## src/rtl/kps_pkg.sv

```systemverilog
// Shared types, constants and key lookup for the matrix keypad scanner.
package kps_pkg;

   localparam int RowCount = 4;

   localparam logic [RowCount-1:0] ALL_ROWS          = 4'hF;
   localparam logic [7:0]          DEBOUNCE_RESET    = 8'd10;
   localparam logic [7:0]          COUNT_MAX         = 8'd255;
   localparam logic [7:0]          NO_CHAR           = 8'd0;

   // Scan-tick or read-and-clear, as carried by the operation field.
   typedef enum logic {
      OP_TICK = 1'b0,
      OP_READ = 1'b1
   } op_type;

   // Idle, one state per scanned row, then the release wait.
   typedef enum logic [2:0] {
      SCAN_IDLE    = 3'd0,
      SCAN_ROW0    = 3'd1,
      SCAN_ROW1    = 3'd2,
      SCAN_ROW2    = 3'd3,
      SCAN_ROW3    = 3'd4,
      SCAN_RELEASE = 3'd5
   } scan_state_type;

   typedef struct packed {
      scan_state_type        scan_state;
      logic [7:0]            release_count;
      logic [7:0]            held_char;
      logic [RowCount-1:0]   rows_driven;
   } kps_state_type;

   // ASCII of the key at a given row and column; the grid is
   // 1 2 3 / 4 5 6 / 7 8 9 / * 0 #.
   function automatic logic [7:0] key_code(input logic [1:0] row, input logic [1:0] col);
      logic [7:0] code;
      code = NO_CHAR;
      case (row)
         2'd0: code = 8'h31 + {6'd0, col};
         2'd1: code = 8'h34 + {6'd0, col};
         2'd2: code = 8'h37 + {6'd0, col};
         default: begin
            case (col)
               2'd0:    code = 8'h2A;   // '*'
               2'd1:    code = 8'h30;   // '0'
               default: code = 8'h23;   // '#'
            endcase
         end
      endcase
      return code;
   endfunction

endpackage

```

## src/rtl/kps_step.sv

```systemverilog
// Combinational next-state and result logic for one keypad item.
module kps_step
   import kps_pkg::*;
(
   input  kps_state_type       state_cur,
   input  logic                operation,
   input  logic [2:0]          column_levels,
   input  logic [7:0]          debounce_ticks,
   output kps_state_type       state_next,
   output logic                char_valid,
   output logic [7:0]          char_code
);

   logic       pressed;
   logic [1:0] low_col;
   logic [1:0] active_row;
   logic [7:0] count_inc;

   // Lowest-numbered low column wins.
   always_comb begin
      pressed = 1'b1;
      low_col = 2'd0;
      if (!column_levels[0]) begin
         low_col = 2'd0;
      end else if (!column_levels[1]) begin
         low_col = 2'd1;
      end else if (!column_levels[2]) begin
         low_col = 2'd2;
      end else begin
         pressed = 1'b0;
      end
   end

   assign active_row = 2'(state_cur.scan_state - SCAN_ROW0);
   assign count_inc  = (state_cur.release_count == COUNT_MAX) ?
                       COUNT_MAX : state_cur.release_count + 8'd1;

   // Next state.
   always_comb begin
      state_next = state_cur;
      if (op_type'(operation) == OP_READ) begin
         state_next.held_char = NO_CHAR;
      end else begin
         unique case (state_cur.scan_state)
            SCAN_ROW0, SCAN_ROW1, SCAN_ROW2, SCAN_ROW3: begin
               if (pressed || state_cur.scan_state == SCAN_ROW3) begin
                  if (pressed) begin
                     state_next.held_char = key_code(active_row, low_col);
                  end
                  state_next.scan_state    = SCAN_RELEASE;
                  state_next.release_count = '0;
                  state_next.rows_driven   = ALL_ROWS;
               end else begin
                  state_next.scan_state  = scan_state_type'(state_cur.scan_state + 3'd1);
                  state_next.rows_driven = state_cur.rows_driven << 1;
               end
            end
            SCAN_RELEASE: begin
               if (pressed) begin
                  state_next.release_count = '0;
               end else begin
                  state_next.release_count = count_inc;
                  if (count_inc >= debounce_ticks) begin
                     state_next.scan_state  = SCAN_IDLE;
                     state_next.rows_driven = ALL_ROWS;
                  end
               end
            end
            default: begin
               state_next.scan_state = SCAN_IDLE;
               if (pressed) begin
                  state_next.scan_state  = SCAN_ROW0;
                  state_next.rows_driven = 4'b0001;
               end
            end
         endcase
      end
   end

   // Result fields other than the row drive.
   always_comb begin
      char_valid = 1'b0;
      char_code  = NO_CHAR;
      if (op_type'(operation) == OP_READ) begin
         char_code  = state_cur.held_char;
         char_valid = (state_cur.held_char != NO_CHAR);
      end
   end

endmodule

```

## src/rtl/matrix_keypad_scanner.sv

```systemverilog
// Top level of the 4x3 matrix keypad scanner: state, result register and handshakes.
//
//  Channel   Ports                                   Direction  Moves
//  req       req_valid/req_stall, operation, cols    in         one tick or read item
//  rsp       rsp_valid/rsp_stall, rows, char fields  out        one result item
//  csr       csr_write_enable, csr_write_data        in         debounce tick count
//
// Every accepted item produces exactly one result item, presented in the cycle after
// acceptance; one item per cycle while req_stall is low, set by the state register update.
// The result register is one deep: while it holds an item that is stalled, req_stall is
// raised, and when the held item is taken a new item can be accepted in the same cycle.
// Synchronous active-high reset returns to idle with all rows driven, no stored character
// and a debounce count of ten; a write to the csr port changes the count at the next edge.
module matrix_keypad_scanner
   import kps_pkg::*;
(
   input  logic        clock,
   input  logic        reset,
   input  logic        req_valid,
   output logic        req_stall,
   input  logic        req_operation,
   input  logic [2:0]  req_column_levels,
   output logic        rsp_valid,
   input  logic        rsp_stall,
   output logic [3:0]  rsp_row_drive,
   output logic        rsp_char_valid,
   output logic [7:0]  rsp_char_code,
   input  logic        csr_write_enable,
   input  logic [7:0]  csr_write_data
);

   kps_state_type state_ff, state_in;
   logic [7:0]    debounce_ff;
   logic          rsp_valid_ff;
   logic [3:0]    row_drive_ff;
   logic          char_valid_ff;
   logic [7:0]    char_code_ff;
   logic          step_char_valid;
   logic [7:0]    step_char_code;
   logic          accept;

   // The input side waits only while the result register is full and its item is not taken.
   assign req_stall = rsp_valid_ff && rsp_stall;
   assign accept    = req_valid && !req_stall;

   kps_step u_step (
      .state_cur      (state_ff),
      .operation      (req_operation),
      .column_levels  (req_column_levels),
      .debounce_ticks (debounce_ff),
      .state_next     (state_in),
      .char_valid     (step_char_valid),
      .char_code      (step_char_code)
   );

   // Scanner state advances once per accepted item.
   always_ff @(posedge clock) begin
      if (reset) begin
         state_ff.scan_state    <= SCAN_IDLE;
         state_ff.release_count <= '0;
         state_ff.held_char     <= NO_CHAR;
         state_ff.rows_driven   <= ALL_ROWS;
      end else if (accept) begin
         state_ff <= state_in;
      end
   end

   // Configuration register.
   always_ff @(posedge clock) begin
      if (reset) begin
         debounce_ff <= DEBOUNCE_RESET;
      end else if (csr_write_enable) begin
         debounce_ff <= csr_write_data;
      end
   end

   // Result register: the row drive reported is the one after the step.
   always_ff @(posedge clock) begin
      if (reset) begin
         rsp_valid_ff <= 1'b0;
      end else if (accept) begin
         rsp_valid_ff <= 1'b1;
      end else if (!rsp_stall) begin
         rsp_valid_ff <= 1'b0;
      end
   end

   always_ff @(posedge clock) begin
      if (accept) begin
         row_drive_ff  <= state_in.rows_driven;
         char_valid_ff <= step_char_valid;
         char_code_ff  <= step_char_code;
      end
   end

   assign rsp_valid      = rsp_valid_ff;
   assign rsp_row_drive  = row_drive_ff;
   assign rsp_char_valid = char_valid_ff;
   assign rsp_char_code  = char_code_ff;

   // An accepted item always shows up as a result in the following cycle.
   a_accept_gives_result: assert property (@(posedge clock) disable iff (reset)
      accept |=> rsp_valid)
      else $error("accepted item produced no result");

   // Rows are either all driven or exactly one is driven during the scan.
   a_rows_shape: assert property (@(posedge clock) disable iff (reset)
      state_ff.rows_driven == ALL_ROWS || $onehot(state_ff.rows_driven))
      else $error("illegal row drive pattern");

   // Idle and release waits drive all rows.
   a_idle_all_rows: assert property (@(posedge clock) disable iff (reset)
      (state_ff.scan_state == SCAN_IDLE || state_ff.scan_state == SCAN_RELEASE)
      |-> state_ff.rows_driven == ALL_ROWS)
      else $error("rows not all driven outside the scan");

   // A result flags a character exactly when it carries a non-zero code.
   a_char_flag: assert property (@(posedge clock) disable iff (reset)
      rsp_valid |-> (rsp_char_valid == (rsp_char_code != NO_CHAR)))
      else $error("character flag disagrees with code");

endmodule

```

## config.mk

```make
export PLATFORM = sky130hd
export DESIGN_NAME = matrix_keypad_scanner
export DESIGN_NICKNAME = d
export VERILOG_FILES = /design/src/rtl/kps_pkg.sv /design/src/rtl/kps_step.sv /design/src/rtl/matrix_keypad_scanner.sv
export SDC_FILE = /design/constraint.sdc
export NUM_CORES = 1
export LEC_CHECK = 0
export ABC_CLOCK_PERIOD_IN_PS = 3250
export BUFFER_PORTS_ARGS = -buffer_cell sky130_fd_sc_hd__buf_2
export CORE_UTILIZATION = 30
export CTS_BUF_LIST = sky130_fd_sc_hd__clkbuf_4 sky130_fd_sc_hd__clkbuf_8 sky130_fd_sc_hd__clkbuf_16
export CTS_CLUSTER_DIAMETER = 200
export DETAILED_ROUTE_END_ITERATION = 10
export PLACE_DENSITY = 0.52
export SYNTH_ARGS = -nofsm -noshare
export SYNTH_HDL_FRONTEND = slang
export SYNTH_SLANG_ARGS = --single-unit
```

## constraint.sdc

```tcl
create_clock -name clock -period 3.25 [get_ports clock]
set_input_delay 0.1625 -clock clock [delete_from_list [all_inputs] [get_ports clock]]
set_output_delay 0.1625 -clock clock [all_outputs]
set_load 0.005 [all_outputs]
```

=== After elaboration in Yosys (flattened, before gate mapping) ===
Index checks and enable logic that the tools add are counted.
W data, S select, Z words.

* Bits in registers: 45
* Output and inout bits: 15
* Word-level logic and storage cells: 73
* Input port bits: 17

* Bitwise gates (word level): 1
* Magnitude comparators: 1
* $add $sub $neg: 6
* Mux-type cells: 28
* Reduce and logical (&&, ||, !) cells: 15
* Equality and inequality tests: 13

{| class="wikitable"
|+ Operators with widths
! cell !! count
|-
| $mux W8 || 5
|-
| $pmux W8 S3 || 1
|-
| $add A6 B2 Y7 const A || 3
|-
| $mux W4 || 5
|-
| $mux W16 || 1
|-
| $pmux W8 S2 || 1
|-
| $reduce_and A4 Y1 || 3
|-
| $pmux W5 S2 || 1
|-
| $mux W3 || 3
|-
| $add A8 B1 Y8 const B || 1
|-
| $eq A8 B8 Y1 const B || 1
|-
| $ge A8 B8 Y1 || 1
|-
| $pmux W4 S2 || 1
|-
| $reduce_bool A2 Y1 || 4
|-
| $reduce_bool A8 Y1 || 1
|-
| $eq A3 B2 Y1 const B || 2
|-
| $eq A3 B3 Y1 const B || 2
|-
| $mux W1 || 6
|-
| $mux W2 || 3
|-
| $ne A2 B1 Y1 const B || 3
|-
| $pmux W3 S2 || 1
|-
| $eq A2 B1 Y1 const B || 2
|-
| $logic_not A2 Y1 || 2
|-
| $reduce_or A4 Y1 || 1
|-
| other kinds (9) || 10
|}

=== Depth between registers and ports, before layout ===
* Word-level depth: 10
* Mapped depth: 12
* Gate-level depth less buffers: 12

=== Hierarchy ===
From an unflattened synthesis, not the netlist that was laid out.

* Cells, all modules: 331
* Area total of the unflattened synthesis: 2,979.1 sq um

{| class="wikitable"
|+ Modules (own cells, without submodules)
! module !! cells each !! seq. area each (sq um) !! area each (sq um) !! times used
|-
| matrix_keypad_scanner || 144 || 1,031.0 || 1,752.9 || 1
|-
| kps_step || 187 || 0.0 || 1,226.2 || 1
|}

=== Worst setup path after synthesis ===
OpenSTA, ideal clock, no wires.

* Kind: reg-to-reg
* Start: reg state_ff[12] in the netlist's numbering
* End: reg row_drive_ff[1], in the netlist rsp_row_drive[1] (data pin)
* Path buffers: 0
* Period minus slack after synthesis: 2.667 ns
* Data required time: 2.989 ns
* Setup time: 0.261 ns
* Path slack: 0.583 ns
* Cell stages (with the launch flop): 13
* Data arrival time: 2.406 ns
* Cells stage by stage: dfxtp_1 > ha_1 > and3_1 > nand3_1 > o21ai_0 > a21o_1 > ha_1 > a211oi_1 > nor2_1 > o21ai_0 > o31ai_2 > a311oi_1 > nor2_1

{| class="wikitable"
|+ RTL lines
! what !! line !! text
|-
| from (decl) || matrix_keypad_scanner.sv:32 || <nowiki>kps_state_type state_ff, state_in;</nowiki>
|-
| from (signal assigned) || matrix_keypad_scanner.sv:64 || <nowiki>state_ff <= state_in;</nowiki>
|-
| to (signal assigned) || matrix_keypad_scanner.sv:90 || <nowiki>row_drive_ff <= state_in.rows_driven;</nowiki>
|-
| to (decl) || matrix_keypad_scanner.sv:35 || <nowiki>logic [3:0] row_drive_ff;</nowiki>
|}

==> results.sh <==
export IMPL_status="finished, final reports clean"
export IMPL_period_minus_slack_ps=2910
export IMPL_drc=0
export IMPL_grt_max_degree=24
export IMPL_synthFlopType="dfxtp_1"
export IMPL_final_cells=393
export IMPL_power_density_nw_per_um2=420
export IMPL_ctsResizeCount=0
export IMPL_yosysTopAreaCell="dfxtp_1"
export IMPL_avgSynthCellArea_um2=8.88
export IMPL_min_to="debounce_ff[3]$_SDFFE_PP1P_"
export IMPL_dp_cells=385
export IMPL_hold_viol=0
export IMPL_rows=31
export IMPL_netlist_area_leader_share_pct=25.4
export IMPL_clkTransAtPathRegs_ps=80
export IMPL_fp_coreArea_um2=7450
export IMPL_yosysSeqAreaShare_pct=39.4
export IMPL_report_final_setup_viol=0
export IMPL_antenna_cells=0
export IMPL_htree_levels=2
export IMPL_synth_seq_cells=41
export IMPL_clock_latency_ps=300
export IMPL_hold_start="csr_write_data[3]"
export IMPL_cts_root_buffer="clkbuf_8"
export IMPL_ant_nets=0
export IMPL_fin_crit_sh_pct=89.5
export IMPL_holdPathStages=3
export IMPL_start_util_pct=31.7
export IMPL_drt_iter0_drc=140
export IMPL_die_area_um2=8230
export IMPL_ys_types=53
export IMPL_drt_pass1_iter_count=4
export IMPL_syn_cell_area_um2=2360
export IMPL_wl_mm=4.91
export IMPL_via_per_inst=4.80
export IMPL_cts_buffers=5
export IMPL_die_width_um=90.7
export IMPL_wire_per_inst_um=12.5
export IMPL_r2r_start="state_ff[12]$_SDFFE_PP0P_"
export IMPL_crit_type="reg -> reg"
export IMPL_crit_required_ps=3300
export IMPL_r2r_cells=12
export IMPL_antenna_found_initial=0
export IMPL_clk_path_buf_depth=2
export IMPL_skew_ps=7.49
export IMPL_area_delta_synth_final_pct=13.0
export IMPL_report_power_total_mw=1.12
export IMPL_fin_tns_setup_ps=0
export IMPL_max_clock_freq_ghz=0.344
export IMPL_async_flop_share_pct=0
export IMPL_gr_total_overflow=0
export IMPL_worst_pin_slew_ps=585
export IMPL_ir_worst_vdd_mv=0.182
export IMPL_io_pins=32
export IMPL_worst_slack_ps=340
export IMPL_synth_cells=266
export IMPL_io_buffers=29
export IMPL_drv_cap=0
export IMPL_hpwl_mm=3.56
export IMPL_crit_path_end_kind="flip-flop"
export IMPL_hold_class="in -> reg"
export IMPL_grt_setup_unrepaired="false"
export IMPL_grt_usage_pct=12.5
export IMPL_synth_edf_count=11
export IMPL_synthTopCellsByArea="dfxtp_1 (25%), edfxtp_1 (14%), ha_1 (9.5%)"
export IMPL_r2r_setup_slack_ps=340
export IMPL_first_global_vias=1751
export IMPL_pre_cts_slack_ps=349
export IMPL_grt_pass1_wl_mm=8.27
export IMPL_cts_tree="yes"
export IMPL_finalHoldWorstSlack_ps=76.1
export IMPL_fin_nets=328
export IMPL_yosysWarnings=0
export IMPL_worst_path_max_fanout=7
export IMPL_timing_rr_end="rsp_row_drive[0]$_DFFE_PP_"
export IMPL_cellLeakagePower_nw=1.13
export IMPL_post_cts_buffers=0
export IMPL_drive_gt1_share_pct=16.7
export IMPL_relSlewSlack_pct=60.7
export IMPL_place_congestion=0.769
export IMPL_slew_viol_final=0
export IMPL_die_h_um=90.7
export IMPL_clkSinkCount=41
export IMPL_crit_path_start_kind="flip-flop"
export IMPL_num_vias=1888
export IMPL_cp_arrival_ps=2960
export IMPL_hold_buffers=0
[flip-flops by register name, indices dropped and copies added, names as in the netlist]
signal / cells
state_ff: 21
debounce_ff: 8
rsp_char_code: 6
rsp_row_drive: 4
rsp_char_valid: 1
rsp_valid: 1
[cell usage after synthesis (2+ instances only)]
| cell type | count |
|---|---|
| nor3_1 | 6 |
| mux2i_1 | 9 |
| a31oi_1 | 2 |
| buf_6 | 4 |
| ha_1 | 18 |
| xnor2_1 | 2 |
| inv_1 | 14 |
| nor3_2 | 2 |
| o21ai_0 | 21 |
| nor2b_1 | 4 |
| nand2b_1 | 3 |
| a22oi_1 | 11 |
| clkbuf_1 | 2 |
| o22ai_1 | 4 |
| a221oi_1 | 2 |
| o211ai_1 | 3 |
| nor2_1 | 33 |
| nand3_1 | 7 |
| and2_1 | 7 |
| a21o_1 | 2 |
| edfxtp_1 | 11 |
| o21a_1 | 3 |
| and3_1 | 5 |
| nand2_1 | 22 |
| a21oi_1 | 9 |
| dfxtp_1 | 30 |
| nor4_1 | 3 |
| buf_4 | 2 |
[cells by family after synthesis]
family | share of synthesized area [%]
AOI/OAI and AO/OA | 19.4
xor gates and xnor gates | 0.742
adders and majority gates | 9.53
buffers and inverters | 5.93
DFF | 39.4
muxes | 4.29
other | 0.159
and+or+nand+nor | 20.6
[layer usage]
metal	routed length (µm)	part of all wire (%)	track usage [%]
met1	2540	52	16.9
met2	2070	42	18.9
met3	243	4.9	3.11
met4	63	1.3	5.11
met5	0	0	0
[layout by cell type (no fill, tap or decap), types with 3 or more instances in the layout]
cell type  Yosys  routed
ha_1          18      18
clkbuf_8       0       5
and2_1         7       7
mux2i_1        9       9
nand3_1        7       7
a22oi_1       11      11
nor2b_1        4       4
nand2_1       22      22
a21oi_1        9       9
nor4_1         3       3
o211ai_1       3       3
edfxtp_1      11      11
nand2b_1       3       3
o21a_1         3       3
o21ai_0       21      21
inv_1         14      14
nor2_1        33      33
buf_2          1      29
o22ai_1        4       4
dfxtp_1       30      30
and3_1         5       5
nor3_1         6       6
[final cells by class]
cell class	count	area, µm²
fillers	796	4780
multi-input cells	200	1290
flip-flops and latches	41	931
repair buffers	29	145
well taps	99	124
clock buffers	5	68.8
inverters	16	60.1
clock inverters	3	46.3
[power by group]
part           internal, mW  switching, mW
combinational        0.0549         0.0839
clock                 0.230          0.190
sequential            0.549         0.0142
[through the flow]
step	util [%]	area, µm²
floorplan	-	2370
global placement	34.3	2550
global route	35.9	2670
finish	35.9	2670
detailed placement	34.3	2550
CTS	35.9	2670
[critical path: stages, from the launching register on]
cell      delay, ps
dfxtp_1         340
ha_1            260
and3_1          250
nand3_1         180
o21ai_0         140
a21o_1          170
ha_1            280
a211oi_1        230
nor2_1           70
o21ai_0         190
o31ai_2         180
nor3_1          300
nor2_1           90
[how the worst max path moves through the flow]
| stage | cells after the start | slack (ps) | to | from |
|---|---|---|---|---|
| global route | 12 | 30 | rsp_row_drive[0]$_DFFE_PP_ | state_ff[12]$_SDFFE_PP0P_ |
| detailed placement | 12 | 350 | rsp_row_drive[1]$_DFFE_PP_ | state_ff[12]$_SDFFE_PP0P_ |
| finish | 12 | 340 | rsp_row_drive[0]$_DFFE_PP_ | state_ff[12]$_SDFFE_PP0P_ |
| floorplan | 12 | 580 | rsp_row_drive[1]$_DFFE_PP_ | state_ff[12]$_SDFFE_PP0P_ |
| global placement | 12 | 370 | rsp_row_drive[1]$_DFFE_PP_ | state_ff[12]$_SDFFE_PP0P_ |
| CTS | 12 | 350 | rsp_row_drive[0]$_DFFE_PP_ | state_ff[12]$_SDFFE_PP0P_ |
Power figures use the tool's default switching activity.
